**src/hdl/complex_arithmetic_unit_assert.svh**
```systemverilog
// Assertion macros shared by the complex arithmetic unit RTL.
// No dependencies; taken in by `include in the files that assert.
`ifndef COMPLEX_ARITHMETIC_UNIT_ASSERT_SVH
`define COMPLEX_ARITHMETIC_UNIT_ASSERT_SVH

// The consequent must hold in the same cycle as the antecedent.
`define CAU_ASSERT_IMP(label, clk, rstn, ante, cons, msg) \
    label: assert property (@(posedge clk) disable iff (!rstn) (ante) |-> (cons)) \
        else $error(msg);

// The consequent must hold in the cycle after the antecedent.
`define CAU_ASSERT_NXT(label, clk, rstn, ante, cons, msg) \
    label: assert property (@(posedge clk) disable iff (!rstn) (ante) |=> (cons)) \
        else $error(msg);

`endif

```
**src/hdl/cau_pkg.sv**
```systemverilog
// Package of the complex arithmetic unit: widths, codes, stage structs and saturation.
// No dependencies; every RTL module imports it.
`default_nettype none
package cau_pkg;

    localparam int DATA_W = 32;
    localparam int FRAC_W = 16;
    localparam int PROD_W = 2 * DATA_W;
    localparam int PRE_W  = PROD_W + 1;
    localparam int QUO_W  = DATA_W + 1;
    localparam int SMAG_W = PROD_W - FRAC_W;
    localparam int STEPS  = QUO_W;

    typedef enum logic [1:0] {
        OP_ADD,
        OP_SUB,
        OP_MUL,
        OP_DIV
    } op_t;

    localparam logic [1:0] ST_OK   = 2'd0;
    localparam logic [1:0] ST_DIVZ = 2'd1;
    localparam logic [1:0] ST_OVF  = 2'd2;
    localparam logic [1:0] ST_RSVD = 2'd3;

    localparam logic [DATA_W-1:0] DMAX = {1'b0, {(DATA_W-1){1'b1}}};
    localparam logic [DATA_W-1:0] DMIN = {1'b1, {(DATA_W-1){1'b0}}};

    // Operands after the products have been combined.
    typedef struct packed {
        op_t                      mode;
        logic signed [PRE_W-1:0]  pre_re;
        logic signed [PRE_W-1:0]  pre_im;
        logic [PROD_W-1:0]        den;
    } comb_t;

    // One part of a division in flight.
    typedef struct packed {
        logic              neg;
        logic              ovf;
        logic [PROD_W-1:0] rem;
        logic [QUO_W-1:0]  dvd;
        logic [QUO_W-1:0]  quo;
    } dpart_t;

    // Everything one beat carries through the divider stages.
    typedef struct packed {
        logic              is_div;
        logic              zden;
        logic [DATA_W-1:0] res_re;
        logic [DATA_W-1:0] res_im;
        logic [1:0]        status;
        logic [PROD_W-1:0] den;
        dpart_t            re;
        dpart_t            im;
    } dstage_t;

    // Saturates a sign and magnitude to the signed result range.
    // The top bit of the return value flags saturation.
    function automatic logic [DATA_W:0] sat_fn(input logic neg,
                                               input logic [SMAG_W-1:0] mag);
        logic [SMAG_W-1:0] lim;
        lim = SMAG_W'(1) << (DATA_W - 1);
        if (!neg) begin
            if (mag >= lim) begin
                return {1'b1, DMAX};
            end
            return {1'b0, mag[DATA_W-1:0]};
        end
        if (mag > lim) begin
            return {1'b1, DMIN};
        end
        return {1'b0, DATA_W'(~mag[DATA_W-1:0] + 1'b1)};
    endfunction

endpackage
`default_nettype wire

```
**src/hdl/cau_div_step.sv**
```systemverilog
// One restoring division step for both parts, one quotient bit per stage.
// Depends on cau_pkg.
`default_nettype none
module cau_div_step (
    input  logic              aclk,
    input  logic              aresetn,
    input  logic              in_valid,
    output logic              in_ready,
    input  cau_pkg::dstage_t  in_data,
    output logic              out_valid,
    input  logic              out_ready,
    output cau_pkg::dstage_t  out_data
);
    import cau_pkg::*;

    logic    valid_reg;
    dstage_t data_reg, data_next;

    function automatic dpart_t step_fn(input dpart_t p, input logic [PROD_W-1:0] den);
        dpart_t            r;
        logic [PROD_W-1:0] t;
        logic              qb;
        r  = p;
        t  = {p.rem[PROD_W-2:0], p.dvd[QUO_W-1]};
        qb = (t >= den);
        r.rem = qb ? (t - den) : t;
        r.dvd = {p.dvd[QUO_W-2:0], 1'b0};
        r.quo = {p.quo[QUO_W-2:0], qb};
        return r;
    endfunction

    // Shift in the next dividend bit and subtract where it fits.
    always_comb begin
        data_next    = in_data;
        data_next.re = step_fn(in_data.re, in_data.den);
        data_next.im = step_fn(in_data.im, in_data.den);
    end

    assign in_ready = !valid_reg || out_ready;

    always_ff @(posedge aclk) begin
        if (!aresetn) begin
            valid_reg <= 1'b0;
        end else if (in_ready) begin
            valid_reg <= in_valid;
        end
        if (in_ready && in_valid) begin
            data_reg <= data_next;
        end
    end

    assign out_valid = valid_reg;
    assign out_data  = data_reg;

endmodule
`default_nettype wire

```
**config.mk**
```make
export PLATFORM = sky130hd
export DESIGN_NAME = cau_div_step
export DESIGN_NICKNAME = d
export VERILOG_FILES = /design/src/hdl/complex_arithmetic_unit_assert.svh /design/src/hdl/cau_pkg.sv /design/src/hdl/cau_div_step.sv
export SDC_FILE = /design/constraint.sdc
export NUM_CORES = 1
export LEC_CHECK = 0
export BUFFER_PORTS_ARGS = -buffer_cell sky130_fd_sc_hd__buf_4
export CORE_AREA = 2 2 311 313
export CTS_CLUSTER_SIZE = 10
export DETAILED_ROUTE_END_ITERATION = 8
export DIE_AREA = 0 0 313 315
export PLACE_DENSITY_LB_ADDON = 0.3
export SYNTH_ARGS = -nofsm -noshare
export SYNTH_HDL_FRONTEND = slang
export SYNTH_SLANG_ARGS = --single-unit
export TNS_END_PERCENT = 20
```
**constraint.sdc**
```tcl
create_clock -name aclk -period 15.9 [get_ports aclk]
set_input_delay 2.385 -clock aclk [delete_from_list [all_inputs] [get_ports aclk]]
set_output_delay 2.385 -clock aclk [all_outputs]
set_load 0.05 [all_outputs]
```
### Yosys cells after proc, flatten, opt, wreduce, memory -nomap -nowiden

Cells that the tools add are included.

* register bits after elaboration: 395
* input port bits: 400
* output and inout port bits: 398
* word-level logic and storage cells: 26

* add/sub/neg operators: 2
* order comparisons: 2
* muxes and demuxes: 2
* reduce and logical (&&, ||, !) cells: 3

Operator list (number)
* greater-or-equal comparator 64 bit: 2
* two-way mux 64 bit: 2
* subtractor 64 bit: 2
* logical AND 1 bit: 1
* logical NOT 1 bit: 1
* logical OR 1 bit: 1

### Logic depth before layout (Yosys ltp)

* word-level depth: 3
* depth in mapped cells: 16
* gate-level depth less buffers: 14

### Least setup slack after synthesis

Ideal clock, no wire load.

* kind: input -> register
* start point: in out_ready
* end point: reg data_reg, in the netlist out_data[0], enable pin
* library setup time: 0.806 ns
* data arrival time: 11.798 ns
* required time: 15.094 ns
* slack: 3.296 ns
* cell stages on the path: 2
* buffers on the path: 0
* path through: nand2b_1 -> and2_1

* cells in the longest elaborated chain, start to end: 2

RTL lines
* from (decl): line cau_div_step.sv:11 `input logic out_ready,`
* logical OR 1 bit: line cau_div_step.sv:39 `assign in_ready = !valid_reg || out_ready;`
* logical AND 1 bit: line cau_div_step.sv:47 `if (in_ready && in_valid) begin`
* to (signal assigned): line cau_div_step.sv:48 `data_reg <= data_next;`
* to (decl): line cau_div_step.sv:17 `dstage_t data_reg, data_next;`

No other way between the ends.
A chain may end at the register's enable or synchronous reset.

==> key figures <==
Timing
  • Post-route clock period utilization: 0.4203
  • Slew Limit Fails: 0
  • Peak Freq: 0.1497 GHz
  • Final setup viols: 0
  • Hold violation count in the final report: 0
  • Worst slew margin: 0.2698
  • RSZ-0062 raised after global routing: false
  • Period minus WS final: 6.682 ns
  • Worst-Margin Slew: 1.095 ns
  • Fin Setup TNS: 0 ns
  • Hold_ws: 0.5545 ns
  • Clk_skew: 0.01880 ns

Place
  • Port bufs: 791
  • GPL Wtd Cong: 0.8624
  • HPWL after DPL: 76340 um

Synth
  • Ys Warns: 0
  • Synth cell count leaders: edfxtp_1 (394), a21oi_1 (189), nand2_1 (186), o21ai_0 (146), nor2_1 (141)
  • Post-synth top area share: 0.5517
  • Post-Synthesis Cells: 1927
  • Synth area leaders: edfxtp_1 (55%), ha_1 (7.5%), a21oi_1 (4.4%), o21ai_0 (3.4%), nand2_1 (3.3%)
  • Post-synth EDFFs: 394
  • Register bit count reported by yosys: 395
  • Count leader, synth: edfxtp_1
  • Ys async rst share: 0
  • Syn Area/Cell: 11.13 sq um
  • Distinct cells, synth: 87
  • Post-synth top flop: edfxtp_1
  • Post-synthesis sequential area ratio: 0.5526
  • Top cell type by total area after synthesis: edfxtp_1
  • Netlist Area Pre-Place: 21450 sq um

Floorplanning
  • Full die area: 98600 sq um
  • Die span in x: 313 um
  • Initial Utilization: 0.2241
  • Core ar.: 95710 sq um
  • Die Height: 315 um
  • Num ports: 798
  • Placement Rows: 114

Route
  • Drt pass-1 iters: 6
  • Iter 0 DRT Violations: 1294
  • Routed via count: 18200
  • Vias per cell: 4.544
  • Drt drc: 0
  • Detail Route Antenna Nets: 0
  • Wirelength, routed: 93810 um
  • DR WL/cell: 23.42 um

Worst hold path
  • Hold path depth: 2
  • Hold wc startpoint: out_valid
  • Worst Hold End: out_valid
  • Min-Delay Path Class: reg -> reg

Worst setup path
  • Crit path arrival time: 7.07 ns
  • R2R depth: 5
  • Required time worst endpoint: 16.28 ns
  • Critical R2R Capture: out_data[270]
  • Crit end category: flop
  • R2R Path Start: out_valid
  • WS Path Type: in -> reg
  • CP max FO: 70
  • Setup slack, reg-to-reg: 11.95 ns
  • Critical path startpoint category: input pin

Global route
  • Vias in the first global route: 17860
  • Largest net degree at the start of global routing: 159
  • Antenna violations before repair: 24
  • First-pass GRT wire length: 128600 um
  • GRT Util Overall: 0.1805
  • Congestion Overflow GR: 0

CTS
  • TritonCTS sink count: 395
  • Clock root buffer: clkbuf_16
  • Num CTS Buffers: 52
  • # Post-CTS Setup Buffers: 0
  • Post-CTS Resized: 0
  • Post-CTS Hold Buffers: 0
  • CTS clock-pin slew for the worst setup and hold paths: 0.06 ns
  • Clock tree buffer depth: 3
  • CTS tree: yes
  • Clock Latency Late Sink: 0.63 ns
  • CTS HTree Levels: 2

Run
  • Maxcap violations: 0

Status
  • Status: finished clean

Pwr
  • Max IR drop VDD: 0.00007697 V
  • Leak: 12.67 nW
  • Pwr Density: 113.5 nW/um^2

Cells and area
  • Syn-to-layout area delta: 41.07%
  • Share of layout cells above drive strength 1: 0.3317
  • Finished Core Util: 0.3161
  • Layout Nets: 3221
-- stage by stage --
step / power, mW / cell area (sq um) / worst slack, ns / cells
floorplan: 1.950 / 21450 / 3.296 / 1928
global placement: 2.285 / 28610 / 8.311 / 3913
detailed placement: 2.286 / 28610 / 8.344 / 3913
CTS: 3.492 / 30240 / 9.042 / 3998
global route: 3.584 / 30250 / 8.839 / 4002
finish: 3.434 / 30260 / 9.218 / 4006
-- worst max-delay path by stage --
stage	from	end	slack [ns]	cells past startpoint
2_1_floorplan	out_ready	out_data[0]	3.30	2
3_3_place_gp	in_data[197]	out_data[215]	8.31	14
3_5_place_dp	in_data[197]	out_data[258]	8.34	14
4_1_cts	in_data[197]	out_data[215]	9.04	14
5_1_grt	in_data[197]	out_data[252]	8.84	14
6_report	in_data[197]	out_data[258]	9.22	14
-- worst max-delay path: stages --
cell and delay, ns:
buf_4 0.11, inv_1 0.07, ha_1 0.24, fa_1 0.25, nor2b_1 0.06, o21ai_0 0.39, a21oi_1 0.21, a2111oi_4 0.56
o21ai_2 0.33, o211ai_1 0.36, and3_4 0.67, buf_4 0.63, inv_2 0.37, mux2_2 0.37
-- metal layers --
layer	wire length [um]	share of wire	vias to the layer above	global-route usage
met5	202	0.0022	-	0
li1	-	-	8684	-
met4	1804	0.019	30	0.03817
met3	6795	0.072	127	0.05480
met1	35440	0.38	8728	0.2005
met2	49570	0.53	633	0.3368
-- cells by family (layout without fill, tap and decap cells) --
group | Yosys count | after routing | share of synthesized area
XOR/XNOR | 111 | 111 | 0.04533
flip-flops | 395 | 395 | 0.5526
AND/OR/NAND/NOR | 510 | 510 | 0.1104
other | 1 | 10 | 0.0001749
buffers and inverters | 190 | 984 | 0.03868
adder cells (fa/ha/maj) | 130 | 130 | 0.07654
multiplexers | 9 | 9 | 0.004609
AO/OA/AOI/OAI | 581 | 581 | 0.1717
-- cell usage in the layout, fill, tap and decap left out, types with 7 or more instances in the layout --
master	instances
edfxtp_1	394
o31ai_1	12
nor2b_1	10
o211ai_1	8
nand2_1	186
inv_1	99
nand2b_1	22
a21oi_1	189
clkbuf_16	53
ha_1	128
or3_1	7
o21bai_1	26
clkbuf_1	10
o21ai_1	16
and2_1	10
nor2_1	141
xnor2_1	57
o21ai_0	146
diode_2	8
nor3_1	20
clkinv_1	10
a21boi_0	11
o21a_1	15
nand3_1	31
xor2_1	54
a31oi_1	15
nor4_1	7
nand4_1	51
buf_4	797
a211oi_1	14
a21o_1	65
-- report_power, final --
group          internal, mW  leakage (nW)  switching, mW
registers              1.25          3.82         0.0247
clock network         0.686         0.780          0.488
logic                 0.317          8.07          0.664
total                  2.26          12.7           1.18
-- layout make-up --
class,count,area [sq um]
multi-input combinational,1343,8777
timing repair buffer,798,6003
clock buffer,63,1364
fill,9936,65450
tap,1276,1597
sequential,395,11850
clock inverter,22,264.0
antenna,8,20.02
inverter,101,379.1
-- flip-flops by register name, indices dropped and copies added, names as in the netlist --
signal     count
out_valid      1
out_data     394
Power figures use the tool's default switching activity.
