## src/hdl/complex_arithmetic_unit_assert.svh

```systemverilog
// Assertion macros shared by the complex arithmetic unit RTL.
// No dependencies; taken in by `include in the files that assert.
`ifndef COMPLEX_ARITHMETIC_UNIT_ASSERT_SVH
`define COMPLEX_ARITHMETIC_UNIT_ASSERT_SVH

// The consequent must hold in the same cycle as the antecedent.
`define CAU_ASSERT_IMP(label, clk, rstn, ante, cons, msg) \
    label: assert property (@(posedge clk) disable iff (!rstn) (ante) |-> (cons)) \
        else $error(msg);

// The consequent must hold in the cycle after the antecedent.
`define CAU_ASSERT_NXT(label, clk, rstn, ante, cons, msg) \
    label: assert property (@(posedge clk) disable iff (!rstn) (ante) |=> (cons)) \
        else $error(msg);

`endif

```

## src/hdl/cau_pkg.sv

```systemverilog
// Package of the complex arithmetic unit: widths, codes, stage structs and saturation.
// No dependencies; every RTL module imports it.
`default_nettype none
package cau_pkg;

    localparam int DATA_W = 32;
    localparam int FRAC_W = 16;
    localparam int PROD_W = 2 * DATA_W;
    localparam int PRE_W  = PROD_W + 1;
    localparam int QUO_W  = DATA_W + 1;
    localparam int SMAG_W = PROD_W - FRAC_W;
    localparam int STEPS  = QUO_W;

    typedef enum logic [1:0] {
        OP_ADD,
        OP_SUB,
        OP_MUL,
        OP_DIV
    } op_t;

    localparam logic [1:0] ST_OK   = 2'd0;
    localparam logic [1:0] ST_DIVZ = 2'd1;
    localparam logic [1:0] ST_OVF  = 2'd2;
    localparam logic [1:0] ST_RSVD = 2'd3;

    localparam logic [DATA_W-1:0] DMAX = {1'b0, {(DATA_W-1){1'b1}}};
    localparam logic [DATA_W-1:0] DMIN = {1'b1, {(DATA_W-1){1'b0}}};

    // Operands after the products have been combined.
    typedef struct packed {
        op_t                      mode;
        logic signed [PRE_W-1:0]  pre_re;
        logic signed [PRE_W-1:0]  pre_im;
        logic [PROD_W-1:0]        den;
    } comb_t;

    // One part of a division in flight.
    typedef struct packed {
        logic              neg;
        logic              ovf;
        logic [PROD_W-1:0] rem;
        logic [QUO_W-1:0]  dvd;
        logic [QUO_W-1:0]  quo;
    } dpart_t;

    // Everything one beat carries through the divider stages.
    typedef struct packed {
        logic              is_div;
        logic              zden;
        logic [DATA_W-1:0] res_re;
        logic [DATA_W-1:0] res_im;
        logic [1:0]        status;
        logic [PROD_W-1:0] den;
        dpart_t            re;
        dpart_t            im;
    } dstage_t;

    // Saturates a sign and magnitude to the signed result range.
    // The top bit of the return value flags saturation.
    function automatic logic [DATA_W:0] sat_fn(input logic neg,
                                               input logic [SMAG_W-1:0] mag);
        logic [SMAG_W-1:0] lim;
        lim = SMAG_W'(1) << (DATA_W - 1);
        if (!neg) begin
            if (mag >= lim) begin
                return {1'b1, DMAX};
            end
            return {1'b0, mag[DATA_W-1:0]};
        end
        if (mag > lim) begin
            return {1'b1, DMIN};
        end
        return {1'b0, DATA_W'(~mag[DATA_W-1:0] + 1'b1)};
    endfunction

endpackage
`default_nettype wire

```

## src/hdl/cau_final.sv

```systemverilog
// Output stage: rounds and saturates the quotients and holds the result beat.
// Depends on cau_pkg.
`default_nettype none
module cau_final (
    input  logic                       aclk,
    input  logic                       aresetn,
    input  logic                       in_valid,
    output logic                       in_ready,
    input  cau_pkg::dstage_t           in_data,
    output logic                       out_valid,
    input  logic                       out_ready,
    output logic [cau_pkg::DATA_W-1:0] res_re,
    output logic [cau_pkg::DATA_W-1:0] res_im,
    output logic [1:0]                 status
);
    import cau_pkg::*;

    logic              valid_reg;
    logic [DATA_W-1:0] re_reg, im_reg, re_next, im_next;
    logic [1:0]        st_reg, st_next;
    logic [DATA_W:0]   q_re, q_im;

    function automatic logic [DATA_W:0] fin_fn(input dpart_t p, input logic [PROD_W-1:0] den);
        logic            rup;
        logic [QUO_W:0]  qr;
        logic [SMAG_W-1:0] mag;
        rup = ({p.rem, 1'b0} >= {1'b0, den});
        qr  = {1'b0, p.quo} + {{QUO_W{1'b0}}, rup};
        mag = p.ovf ? {SMAG_W{1'b1}} : SMAG_W'(qr);
        return sat_fn(p.neg, mag);
    endfunction

    // Pick the division result, the divide-by-zero result or the one finished earlier.
    always_comb begin
        q_re = fin_fn(in_data.re, in_data.den);
        q_im = fin_fn(in_data.im, in_data.den);
        if (!in_data.is_div) begin
            re_next = in_data.res_re;
            im_next = in_data.res_im;
            st_next = in_data.status;
        end else if (in_data.zden) begin
            re_next = '0;
            im_next = '0;
            st_next = ST_DIVZ;
        end else begin
            re_next = q_re[DATA_W-1:0];
            im_next = q_im[DATA_W-1:0];
            st_next = (q_re[DATA_W] || q_im[DATA_W]) ? ST_OVF : ST_OK;
        end
    end

    assign in_ready = !valid_reg || out_ready;

    always_ff @(posedge aclk) begin
        if (!aresetn) begin
            valid_reg <= 1'b0;
        end else if (in_ready) begin
            valid_reg <= in_valid;
        end
        if (in_ready && in_valid) begin
            re_reg <= re_next;
            im_reg <= im_next;
            st_reg <= st_next;
        end
    end

    assign out_valid = valid_reg;
    assign res_re    = re_reg;
    assign res_im    = im_reg;
    assign status    = st_reg;

endmodule
`default_nettype wire

```

## config.mk

```make
export PLATFORM = sky130hd
export DESIGN_NAME = cau_final
export DESIGN_NICKNAME = d
export VERILOG_FILES = /design/src/hdl/complex_arithmetic_unit_assert.svh /design/src/hdl/cau_pkg.sv /design/src/hdl/cau_final.sv
export SDC_FILE = /design/constraint.sdc
export NUM_CORES = 1
export LEC_CHECK = 0
export BUFFER_PORTS_ARGS = -buffer_cell sky130_fd_sc_hd__buf_2
export CAP_MARGIN = 0
export CORE_AREA = 10 10 173 175
export DETAILED_ROUTE_END_ITERATION = 10
export DIE_AREA = 0 0 183 185
export GPL_ROUTABILITY_DRIVEN = 0
export PLACE_DENSITY = 0.72
export RECOVER_POWER = 25
export SYNTH_ARGS = -nofsm -noshare
export SYNTH_HDL_FRONTEND = slang
export SYNTH_SLANG_ARGS = --single-unit
```

## constraint.sdc

```tcl
create_clock -name aclk -period 5.2 [get_ports aclk]
set_clock_uncertainty 0.1 [all_clocks]
set_input_delay 0.52 -clock aclk [delete_from_list [all_inputs] [get_ports aclk]]
set_output_delay 0.52 -clock aclk [all_outputs]
set_load 0.01 [all_outputs]
```

==> Yosys cells after proc, flatten, opt, wreduce, memory -nomap -nowiden <==
Cells that the tools add are included.
{ "totals": {"regBits": 67, "latch_bits": 0, "ram_bits": 0, "rom_bits": 0, "input_bits": 400, "out_inout_bits": 68, "mem_count": 0} }
{ "op_classes": {"n_addsub": 4, "n_mul": 0, "div": 0, "order_cmp": 6, "eq_ne": 0, "shifts": 0, "n_mux": 29, "bitwise": 2, "reduce_logical": 4} }
{ "ops": {"columns": ["op", "count"], "rows": [
  ["33-bit 2-to-1 mux", 12],
  ["65-bit by 64-bit >= comparator with 1-bit output", 2],
  ["32-bit 2-to-1 mux", 4],
  ["48-bit by 32-bit >= comparator with 1-bit output, second input constant", 2],
  ["48-bit by 32-bit > comparator with 1-bit output, second input constant", 2],
  ["48-bit 2-to-1 mux", 2],
  ["33-bit by 1-bit adder with 34-bit output", 2],
  ["32-bit by 1-bit adder with 32-bit output, second input constant", 2],
  ["32-bit NOT", 2],
  ["1-bit 2-to-1 mux", 8],
  ["2-bit 2-to-1 mux", 3],
  ["1-bit logical OR", 2],
  ["1-bit logical AND", 1],
  ["1-bit logical NOT", 1]
]} }

==> Longest topological paths before layout <==
Gate-level depths: netlist (run 1).
{ "depth": {"depth_word": 15, "mapped_depth": 23, "ltp_nobuf": 22} }

==> Worst setup path after synthesis (run 1) <==
Ideal clock, no wire load.
{ "synth_timing": {"kind": "input to register", "startpoint": "in in_data[282] (netlist name)", "endpoint": "reg im_reg[29] (netlist: res_im[29]), data pin", "setup_time_ps": 261, "arrival_ps": 4644, "path_slack_ps": 195, "stages": 23, "path_cell_list": "inv_1 ha_1 a21o_1 a21o_1 a21o_1 a21o_1 a21oi_1 o21ai_0 a21oi_1 a2bb2oi_1 nand3_1 ha_1 and4_1 buf_4 a31o_2 a21oi_1 and3_1 clkbuf_1 nand4_1 nor4_4 nand4_1 mux2i_1 a221o_1"} }
{ "synth_between": {"elab_chain_cells": 13} }
{ "synth_rtl": {"columns": ["item", "line", "text"], "rows": [
  ["start: declaration", "cau_final.sv:9", "input cau_pkg::dstage_t in_data,"],
  ["65-bit by 64-bit >= comparator with 1-bit output *", "cau_final.sv:27", "rup = ({p.rem, 1'b0} >= {1'b0, den});"],
  ["33-bit by 1-bit adder with 34-bit output *", "cau_final.sv:28", "qr = {1'b0, p.quo} + {{QUO_W{1'b0}}, rup};"],
  ["48-bit 2-to-1 mux *", "cau_final.sv:29", "mag = p.ovf ? {SMAG_W{1'b1}} : SMAG_W'(qr);"],
  ["48-bit by 32-bit >= comparator with 1-bit output", "cau_pkg.sv:65", "if (mag >= lim) begin"],
  ["1-bit 2-to-1 mux", "cau_pkg.sv:65", null],
  ["1-bit 2-to-1 mux", "cau_pkg.sv:64", "if (!neg) begin"],
  ["33-bit 2-to-1 mux", "cau_pkg.sv:68", "return {1'b0, mag[DATA_W-1:0]};"],
  ["33-bit 2-to-1 mux", "cau_pkg.sv:64", null],
  ["33-bit 2-to-1 mux", "cau_pkg.sv:70", "if (mag > lim) begin"],
  ["33-bit 2-to-1 mux", "cau_pkg.sv:73", "return {1'b0, DATA_W'(~mag[DATA_W-1:0] + 1'b1)};"],
  ["33-bit 2-to-1 mux *", "cau_pkg.sv:70", null],
  ["32-bit 2-to-1 mux *", "cau_final.sv:41", "end else if (in_data.zden) begin"],
  ["32-bit 2-to-1 mux *", "cau_final.sv:37", "if (!in_data.is_div) begin"],
  ["net im_next[29]", "cau_final.sv:19", "logic [DATA_W-1:0] re_reg, im_reg, re_next, im_next;"],
  ["end signal: assignment", "cau_final.sv:62", "im_reg <= im_next;"],
  ["end: declaration", "cau_final.sv:19", null]
]} }
The timed path passes the listed nets; every way through them passes the cells marked *. The select of a mux whose other input is x is not followed.
A chain may end at the register's enable or synchronous reset.

==> Final worst setup path (run 1) <==
{ "layout_timing": {"startpoint": "in in_data[289] (netlist name)", "endpoint": "reg im_reg[29] (netlist: res_im[29]), data pin"} }
The elaborated chain is that of the path after synthesis.

==> flow_summary.ini, run 1 <==
[timing]
setup_violations = 0
slew_headroom_pct = 40.6
hold_slack_ns = 0.359
fin_crit_sh_pct = 95.8
tightest_slew_ns = 0.890
fmax_ghz = 0.201
slew_viol_final = 0
fin_crit_ns = 4.98
final_hold_viol_count = 0

[synth]
synth-edff-count = 66
yosys_warnings = 0
ys_seq_elements = 67
syn-num-nets = 1787
ys.flop_type = edfxtp_1
syn_inst = 1253
ys_types = 92
syn-mean-instance-area_um2 = 8.16
async_reset_ff_share_pct = 0
ys_seq_area_share_pct = 19.6
syn_area_mm2 = 0.0102

[clock_network]
ctsLongestPathBuffers = 2
htreeDepth = 3
root_buffer = clkbuf_16
cts_inserted_buffers = 9
cts_tree = yes
ctsHoldBuffers = 0
clk_pin_slew_worst_paths_ns = 0.06
clk_latency_ns = 0.33
clkSinkCount = 67

[setup_path]
cp_max_fo = 8
cpPeakStageDelay_ns = 0.33
reg2reg_depth = 3
worstSetupPathType = input port to flop
worstReg2RegEnd = res_im[10]
path_common_cell = buf_4
setup.worst_path.end_class = flop
worstPathArrival_ns = 4.97
crit_family = compound AO/OA/AOI/OAI gates
reg2reg_setup_slack_ns = 3.47
critPathBufInv = 5
r2r_start = out_valid
worst_ep_required_time_ns = 5.19
worst_setup_path_start_kind = input port
cp_slowest_cell = a221o_1

[hold_path]
hold_start = in_valid
min_path_type = input port to flop
whs_path_depth = 3
min_to = out_valid

[outcome]
outcome = complete, no violations

[floorplan]
rows = 60
core-area_mm2 = 0.0266
start_util_pct = 38.5
fp.dieW_um = 183
die_h_um = 185
num_io_pins = 468
fp.dieArea_mm2 = 0.0339

[layout]
design_area_mm2 = 0.0146
nets = 2345
instances_no_fill = 2164
area_growth_pct = 43.0
final_common_cell = buf_2
drive_gt1_share_pct = 37.8
fillCellCount = 2455
post-route-util_pct = 55.0
layout_common_cells = buf_2, buf_4, ha_1, nor2_1, a21oi_1

[route]
wire_per_inst_um = 20.1
drtIter0Drc = 918
drcViolationCount = 0
drt_first_pass_iters = 5
drtAntennaViolNets = 0
vias = 12300
drt_wl_total_um = 43600
avgViaCountPerCell = 5.69

[grt]
grt_usage_pct = 23.7
grt_pass1_wl_um = 64300
antenna_found_initial = 6
grt_max_degree = 67
gr-total-overflow = 0
grt_pass1_vias = 12100

[power_and_ir_drop]
swShare_pct = 35.1
internal-power_mw = 1.41
seq_power_share_pct = 30.3
leakage_nw = 6.75
ir_worst_vdd_mv = 0.105
power_density_mw_per_mm2 = 149
pwr-share-comb_pct = 40.3
clkPwrFrac_pct = 29.3
switchingPower_uw = 762

[placement]
dp_cells = 2129
port_buffers = 401
hpwl_um = 36100
dpl_cell_area_mm2 = 0.0139

[flow_run]
drv_cap = 0
[worst reg2reg max path: cells and delay by family, from the launching register on]
kind          cells  cell delay [ns]
simple gates      2             0.24
buf+inv           1             0.67
flops             1             0.31
[power by group through the flow]
stage	Sequential [mW]	Clock, mW	Combinational (mW)
CTS	0.658	0.647	0.842
finish	0.659	0.638	0.877
global placement	0.669	0	0.808
floorplan	0.688	0	0.404
detailed placement	0.669	0	0.832
global route	0.661	0.674	0.961
[timing repair]
item / in CTS / in global routing
pin swaps: 6 / 31
gates resized for setup: 19 / 68
gates cloned: 0 / 0
endpoints found under the setup margin: 34 / 65
setup buffers: 4 / 9
[registers in the layout, indices dropped and copies added, names as in the netlist]
| signal | count |
|---|---|
| status | 2 |
| res_im | 32 |
| out_valid | 1 |
| res_re | 32 |
[cell type report]
cell class                      count  area (um^2)  area share (%)
Antenna cell                        7         17.5           0.120
Multi-Input combinational cell   1053         8090            55.4
Clock buffer                       10          229            1.57
Inverter                           80          300            2.05
Timing Repair Buffer              600         3490            23.8
Sequential cell                    67         2000            13.7
Clock inverter                      6         65.1           0.445
Tap cell                          341          427            2.92
[cell families (layout without fill, tap and decap cells)]
kind of cell / after synthesis / count (layout) / share of synthesized area, %
and+or+nand+nor: 473 / 473 / 26.9
buffers and inverters: 133 / 696 / 5.14
muxes: 35 / 35 / 3.59
AOI/OAI and AO/OA: 353 / 353 / 23.4
adders and majority gates: 134 / 134 / 16.4
other: 0 / 7 / 0
xor gates and xnor gates: 58 / 58 / 4.97
DFF: 67 / 67 / 19.6
[worst max-delay path by stage]
stage | from | endpoint | slack, ns | depth (start not counted)
after CTS | in_data[289] | res_im[28] | 0.003 | 24
after global placement | in_data[290] | res_re[30] | -0.63 | 25
after global routing | in_data[322] | res_im[23] | -0.03 | 24
after detailed placement | in_data[290] | res_re[17] | -0.66 | 25
after floorplan | in_data[282] | res_im[29] | 0.20 | 23
final | in_data[289] | res_im[29] | 0.22 | 25
[cells in the mapped netlist (all sizes together) (7+ instances only)]
master	n	area, um^2
and2	8	50.1
o31ai	8	65.1
o21ai	76	380
and4	14	124
a211oi	11	82.6
xor2	27	236
nand4	53	380
nor2	99	389
o21a	11	82.6
and3	16	100
xnor2	31	272
nand2	80	303
a21o	35	263
nor4	31	318
clkbuf	33	124
o2bb2ai	22	193
buf	20	101
a31oi	10	77.6
mux2i	22	220
inv	79	297
mux2	13	146
nand3	43	248
nor2b	26	163
edfxtp	66	1980
a21boi	7	52.6
ha	134	1680
nand2b	10	62.6
or3	17	111
nor3	45	257
a21oi	100	516
a22o	12	105
[layer usage]
layer  global-route usage [%]  wire (um)
met5                        0          0
met4                     9.02       1530
met3                     6.05       3900
met2                     39.9      20500
met1                     28.4      17700
[per-stage QoR]
stage | setup WS, ns | TNS, ns | power [mW]
after floorplan | 0.195 | 0 | 1.09
after global placement | -0.630 | -22.72 | 1.48
after detailed placement | -0.663 | -27.02 | 1.50
after CTS | 0.00283 | 0 | 2.15
after global routing | -0.0283 | -0.0992 | 2.30
final | 0.219 | 0 | 2.17
(Power assumes the default switching activity.)
==> run 2: changes to the inputs <==
--- a/config.mk
+++ b/config.mk
@@ -5,13 +5,14 @@
 export SDC_FILE = /design/constraint.sdc
 export NUM_CORES = 1
 export LEC_CHECK = 0
+export ABC_AREA = 1
 export BUFFER_PORTS_ARGS = -buffer_cell sky130_fd_sc_hd__buf_2
 export CAP_MARGIN = 0
 export CORE_AREA = 10 10 173 175
 export DETAILED_ROUTE_END_ITERATION = 10
 export DIE_AREA = 0 0 183 185
 export GPL_ROUTABILITY_DRIVEN = 0
-export PLACE_DENSITY = 0.72
+export PLACE_DENSITY = 0.75
 export RECOVER_POWER = 25
 export SYNTH_ARGS = -nofsm -noshare
 export SYNTH_HDL_FRONTEND = slang
==> run 2 against run 1 <==
Against the previous run: maximum frequency grew 4.2%; critical path type unchanged; cell count increased by 21%; synthesized area grew 7.8%; final area shrank 4.8%; sequential share of layout area is 0.69 points higher; global-route usage up 1.2 points; synthesized cell count is 48% higher; combinational power is 12% lower; routed wire length grew 1.4%; non-clock buffer count fell by 161.
==> flow_summary.ini, run 2 <==
[outcome]
outcome = complete, no violations

[clock_network]
clkSinkCount = 67
root_buffer = clkbuf_16
cts_inserted_buffers = 9
clk_latency_ns = 0.34
cts_tree = yes
clk_pin_slew_worst_paths_ns = 0.06
ctsLongestPathBuffers = 2
htreeDepth = 3

[timing]
rsz0062_at_grt = no
setup_violations = 0
fin_crit_ns = 4.78
hold_slack_ns = 0.339
slew_viol_final = 0
final_hold_viol_count = 0
tightest_slew_ns = 0.917
slew_headroom_pct = 38.9
fin_crit_sh_pct = 91.9
fmax_ghz = 0.209

[setup_path]
worst_ep_required_time_ns = 5.20
cp_slowest_cell = or2_2
timing.critical_path.from = in_data[127]
cp_max_fo = 4
worstPathArrival_ns = 4.78
path_common_cell = nand2_1
worstReg2RegEnd = res_im[5]
setup.worst_path.end_class = flop
cpPeakStageDelay_ns = 0.31
worstSetupPathType = input port to flop
worst_setup_path_start_kind = input port
reg2reg_depth = 2
crit_path_end = res_im[31]
r2r_start = out_valid
reg2reg_setup_slack_ns = 3.48

[synth]
synth-compound-area-share_pct = 8.48
muxShareOfSynthArea_pct = 0
async_reset_ff_share_pct = 0
syn-mean-instance-area_um2 = 5.96
ys_seq_elements = 67
syn_inst = 1849
yosysMostFrequentCell = nand2_1
yosys_warnings = 0
ys_seq_area_share_pct = 18.2
syn-num-nets = 2383
synth-simple-area-share_pct = 47.6
synth_common_cells = nand2_1, nor2_1, inv_1, nand3_1, ha_1
synth_fa_ha_area_share_pct = 15.2
syn_area_mm2 = 0.0110
synth-edff-count = 66
yosysTopAreaCell = nand2_1
synth_top_cell_area_share_pct = 21.5
ys_types = 44
synthXorXnorAreaFrac_pct = 0.953
synth_top_family_by_area = simple AND/OR/NAND/NOR gates
synth_area_leaders = nand2_1, edfxtp_1, ha_1
ys.flop_type = edfxtp_1

[floorplan]
rows = 60
fp.dieArea_mm2 = 0.0339
num_io_pins = 468
fp.dieW_um = 183
start_util_pct = 41.5
die_h_um = 185
core-area_mm2 = 0.0266

[flow_run]
drv_cap = 0

[route]
vias = 13900
drtAntennaViolNets = 0
drt_first_pass_iters = 7
drcViolationCount = 0
avgViaCountPerCell = 5.29
wire_per_inst_um = 16.9
drt_wl_total_um = 44200
drtIter0Drc = 875

[grt]
gr-total-overflow = 0
antenna_found_initial = 16
grt_pass1_wl_um = 68500
grt_pass1_vias = 13600
grt_usage_pct = 24.9
grt_max_degree = 67

[layout]
drive_gt1_share_pct = 21.5
layout_common_cells = nand2_1, buf_2, nor2_1, inv_1, nand3_1
area_growth_pct = 26.2
fillCellCount = 2751
final_common_cell = nand2_1
nets = 2795

[hold_path]
min_path_type = input port to flop
hold_start = aresetn

[placement]
port_buffers = 401
hpwl_um = 37600

[power_and_ir_drop]
power_mw = 2.05
leakage_nw = 7.31
ir_worst_vdd_mv = 0.115
power_density_mw_per_mm2 = 147
[run 2: changes by cell type after synthesis, moves of 20 or more]
cell	before	now
nor2_1	96	249
nand3b_1	5	25
o21ai_0	72	41
a21o_1	35	0
nor2b_1	26	0
o2bb2ai_1	22	0
nor3_1	40	6
nand2_1	79	630
mux2i_1	22	0
inv_1	79	221
a21oi_1	98	78
xnor2_1	31	0
nand3_1	38	164
[run 2: cell type report]
type                    count  area, um^2  share of cell area (%)
diodes                     13        32.5                   0.234
multi-input cells        1512        8030                    57.7
flip-flops and latches     67        2000                    14.4
clock inverters             7        76.3                   0.549
inverters                 232         871                    6.26
well taps                 341         427                    3.07
clock buffers               9         225                    1.62
repair buffers            439        2240                    16.1
[run 2: worst max-delay path, delay by kind of cell]
| family | cells | cell delay [ns] |
|---|---|---|
| buf+inv | 3 | 0.33 |
| simple gates | 25 | 3.22 |
| fa+ha+maj | 3 | 0.70 |
[run 2: metrics by stage]
step / instance area [um^2] / setup TNS [ns] / setup WS (ns) / std cells / util, %
after floorplan: 11000 / 0 / 0.782 / 1849 / -
after global placement: 13600 / 0 / 0.0836 / 2590 / 51.1
after detailed placement: 13600 / -0.0957 / -0.0465 / 2590 / 51.1
after CTS: 13900 / 0 / 0.275 / 2606 / 52.2
after global routing: 13900 / 0 / 0.00685 / 2618 / 52.3
final: 13900 / 0 / 0.420 / 2620 / 52.3
[run 2: worst min-delay path by stage]
stage                endpoint  slack, ns  depth (start not counted)
global placement    out_valid       0.43                          2
floorplan           out_valid       0.50                          2
finish              out_valid       0.34                          2
global route        out_valid       0.33                          2
CTS                 out_valid       0.33                          2
detailed placement  out_valid       0.46                          2
[run 2: what timing repair did]
item	4_1_cts	5_1_grt
hold buffers	0	0
resized for setup	0	14
buffers inserted	0	1
endpoints found under the setup margin	0	33
hold endpoints to repair	0	0
[run 2: kinds of logic after synthesis]
family,after synthesis
flip-flops,67
XOR/XNOR,12
buffers and inverters,270
AND/OR/NAND/NOR,1199
adder cells (fa/ha/maj),134
AO/OA/AOI/OAI,167
[run 2: layer usage]
metal / vias up / wire length, um / global-route usage, %
met1: 6123 / 17100 / 28.7
met2: 718 / 20800 / 42.4
met5: - / 40 / 0
met3: 117 / 4260 / 6.09
met4: 6 / 1970 / 12.3
li1: 6906 / - / -
[run 2: where the power goes]
| group | internal, mW | switching [mW] | leakage, nW |
|---|---|---|---|
| logic | 0.296 | 0.472 | 6.50 |
| registers | 0.644 | 0.0107 | 0.663 |
| clock network | 0.374 | 0.255 | 0.144 |
| total | 1.31 | 0.738 | 7.31 |
==> run 3: changes to the inputs <==
--- a/config.mk
+++ b/config.mk
@@ -7,12 +7,11 @@
 export LEC_CHECK = 0
 export ABC_AREA = 1
 export BUFFER_PORTS_ARGS = -buffer_cell sky130_fd_sc_hd__buf_2
-export CAP_MARGIN = 0
-export CORE_AREA = 10 10 173 175
+export CORE_AREA = 10 10 174 176
 export DETAILED_ROUTE_END_ITERATION = 10
-export DIE_AREA = 0 0 183 185
+export DIE_AREA = 0 0 184 186
 export GPL_ROUTABILITY_DRIVEN = 0
-export PLACE_DENSITY = 0.75
+export PLACE_DENSITY = 0.72
 export RECOVER_POWER = 25
 export SYNTH_ARGS = -nofsm -noshare
 export SYNTH_HDL_FRONTEND = slang
==> constraint.sdc (replaced) <==
create_clock -name aclk -period 4.4 [get_ports aclk]
set_clock_uncertainty 0.1 [all_clocks]
set_input_delay 0.44 -clock aclk [delete_from_list [all_inputs] [get_ports aclk]]
set_output_delay 0.44 -clock aclk [all_outputs]
set_load 0.01 [all_outputs]
==> run 3 against run 2 <==
Against the previous run: count of clock-buffer cells in the layout unchanged; core utilization up 9.2 points; power up 26%; combinational power up 47%; largest power group unchanged; routed wire length up 10%; global-route usage up 1.0 points; final area up 18%; die area up 1.1%; sequential share of layout area down 2.2 points; critical path depth down 3; hold slack worse by 0.11 ns.
==> flow_summary.ini, run 3 (synthesized netlist as in run 2, its figures left out) <==
[timing]
slew_headroom_pct = 32.1
hold_slack_ns = 0.234
tns_ns = 0
tightest_slew_ns = 1.02
setup_violations = 0
fin_crit_sh_pct = 96.5
rsz0062_at_grt = yes
final_hold_viol_count = 0
fmax_ghz = 0.236
slew_viol_final = 0
fin_crit_ns = 4.25

[layout]
nets = 3014
layout_common_cells = nand2_1, buf_2, buf_4, inv_1, nor2_1
drive_gt1_share_pct = 36.5
final_common_cell = nand2_1
area_growth_pct = 49.2

[floorplan]
rows = 60
core-area_mm2 = 0.0267
num_io_pins = 468
fp.dieArea_mm2 = 0.0342
die_h_um = 186
fp.dieW_um = 184
start_util_pct = 41.2

[setup_path]
cp_max_fo = 6
worst_setup_path_start_kind = input port
worstSetupPathType = input port to flop
reg2reg_depth = 2
worstPathArrival_ns = 4.25
r2r_start = out_valid
crit_family = simple AND/OR/NAND/NOR gates
worst_ep_required_time_ns = 4.40
timing.critical_path.from = in_data[326]
crit_path_end = res_im[1]
reg2reg_setup_slack_ns = 2.32
critPathBufInv = 6
cp_slowest_cell = or2_4
worstReg2RegEnd = res_im[22]
cpPeakStageDelay_ns = 0.27
setup.worst_path.end_class = flop
cp.depth = 28

[route]
vias = 15000
drt_wl_total_um = 48800
avgViaCountPerCell = 5.30
drcViolationCount = 0
drtIter0Drc = 1195
drtAntennaViolNets = 0
drt_first_pass_iters = 7
wire_per_inst_um = 17.2

[outcome]
outcome = complete, no violations

[clock_network]
clkSinkCount = 67
root_buffer = clkbuf_16
htreeDepth = 3
cts_inserted_buffers = 9
clk_pin_slew_worst_paths_ns = 0.07
cts_tree = yes
ctsLongestPathBuffers = 2
clk_latency_ns = 0.35

[grt]
grt_pass1_vias = 14300
grt_usage_pct = 26.0
grt_pass1_wl_um = 71700
grt_max_degree = 66
antenna_found_initial = 9
gr-total-overflow = 0

[power_and_ir_drop]
ir_worst_vdd_mv = 0.132
leakage_nw = 8.68
power_density_mw_per_mm2 = 157

[flow_run]
drv_cap = 0

[placement]
hpwl_um = 40200
port_buffers = 401

[hold_path]
min_path_type = input port to flop
-- run 3: worst min-delay path by stage --
stage / from / endpoint / slack, ns / depth (start not counted)
after floorplan: aresetn / out_valid / 0.49 / 1
final: aresetn / out_valid / 0.23 / 2
after global placement: out_valid / out_valid / 0.43 / 2
after detailed placement: out_valid / out_valid / 0.45 / 2
after global routing: aresetn / out_valid / 0.23 / 2
after CTS: aresetn / out_valid / 0.23 / 2
-- run 3: repair_timing --
| action | in CTS | in global routing |
|---|---|---|
| pin swaps | 3 | 104 |
| hold buffers | 0 | 0 |
| endpoints found under the setup margin | 38 | 65 |
| resized for setup | 25 | 220 |
| buffers inserted | 1 | 18 |
| cloned | 1 | 3 |
-- run 3: per-stage QoR --
| stage | instance area, um^2 | setup slack, ns | cells | total power, mW | utilization, % |
|---|---|---|---|---|---|
| 3_5_place_dp | 15100 | -0.577 | 2787 | 1.81 | 56.4 |
| 2_1_floorplan | 11000 | 0.0616 | 1849 | 1.29 | - |
| 6_report | 16500 | 0.155 | 2830 | 2.58 | 61.6 |
| 3_3_place_gp | 15100 | -0.426 | 2787 | 1.78 | 56.4 |
| 5_1_grt | 16500 | -0.105 | 2830 | 2.73 | 61.6 |
| 4_1_cts | 15400 | -0.00676 | 2805 | 2.49 | 57.8 |
-- run 3: per-layer routing --
metal | share of wire (%) | global-route usage (%)
met1 | 38 | 30.5
met2 | 48 | 44.5
met3 | 9.5 | 5.13
met4 | 4.4 | 12.3
met5 | 0.033 | 0
-- run 3: area by class of cell --
type,count,area [um^2]
Inverter,232,888
Clock buffer,9,225
Fill cell,2461,10300
Clock inverter,7,50.0
Timing Repair Buffer,654,4000
Sequential cell,67,2000
Tap cell,341,427
Antenna cell,4,10.0
Multi-Input combinational cell,1516,8850
-- run 3: report_power, final --
group          total [mW]  switching, mW  internal (mW)
clock network       0.673          0.291          0.383
registers           0.774         0.0138          0.760
logic                1.13          0.638          0.490
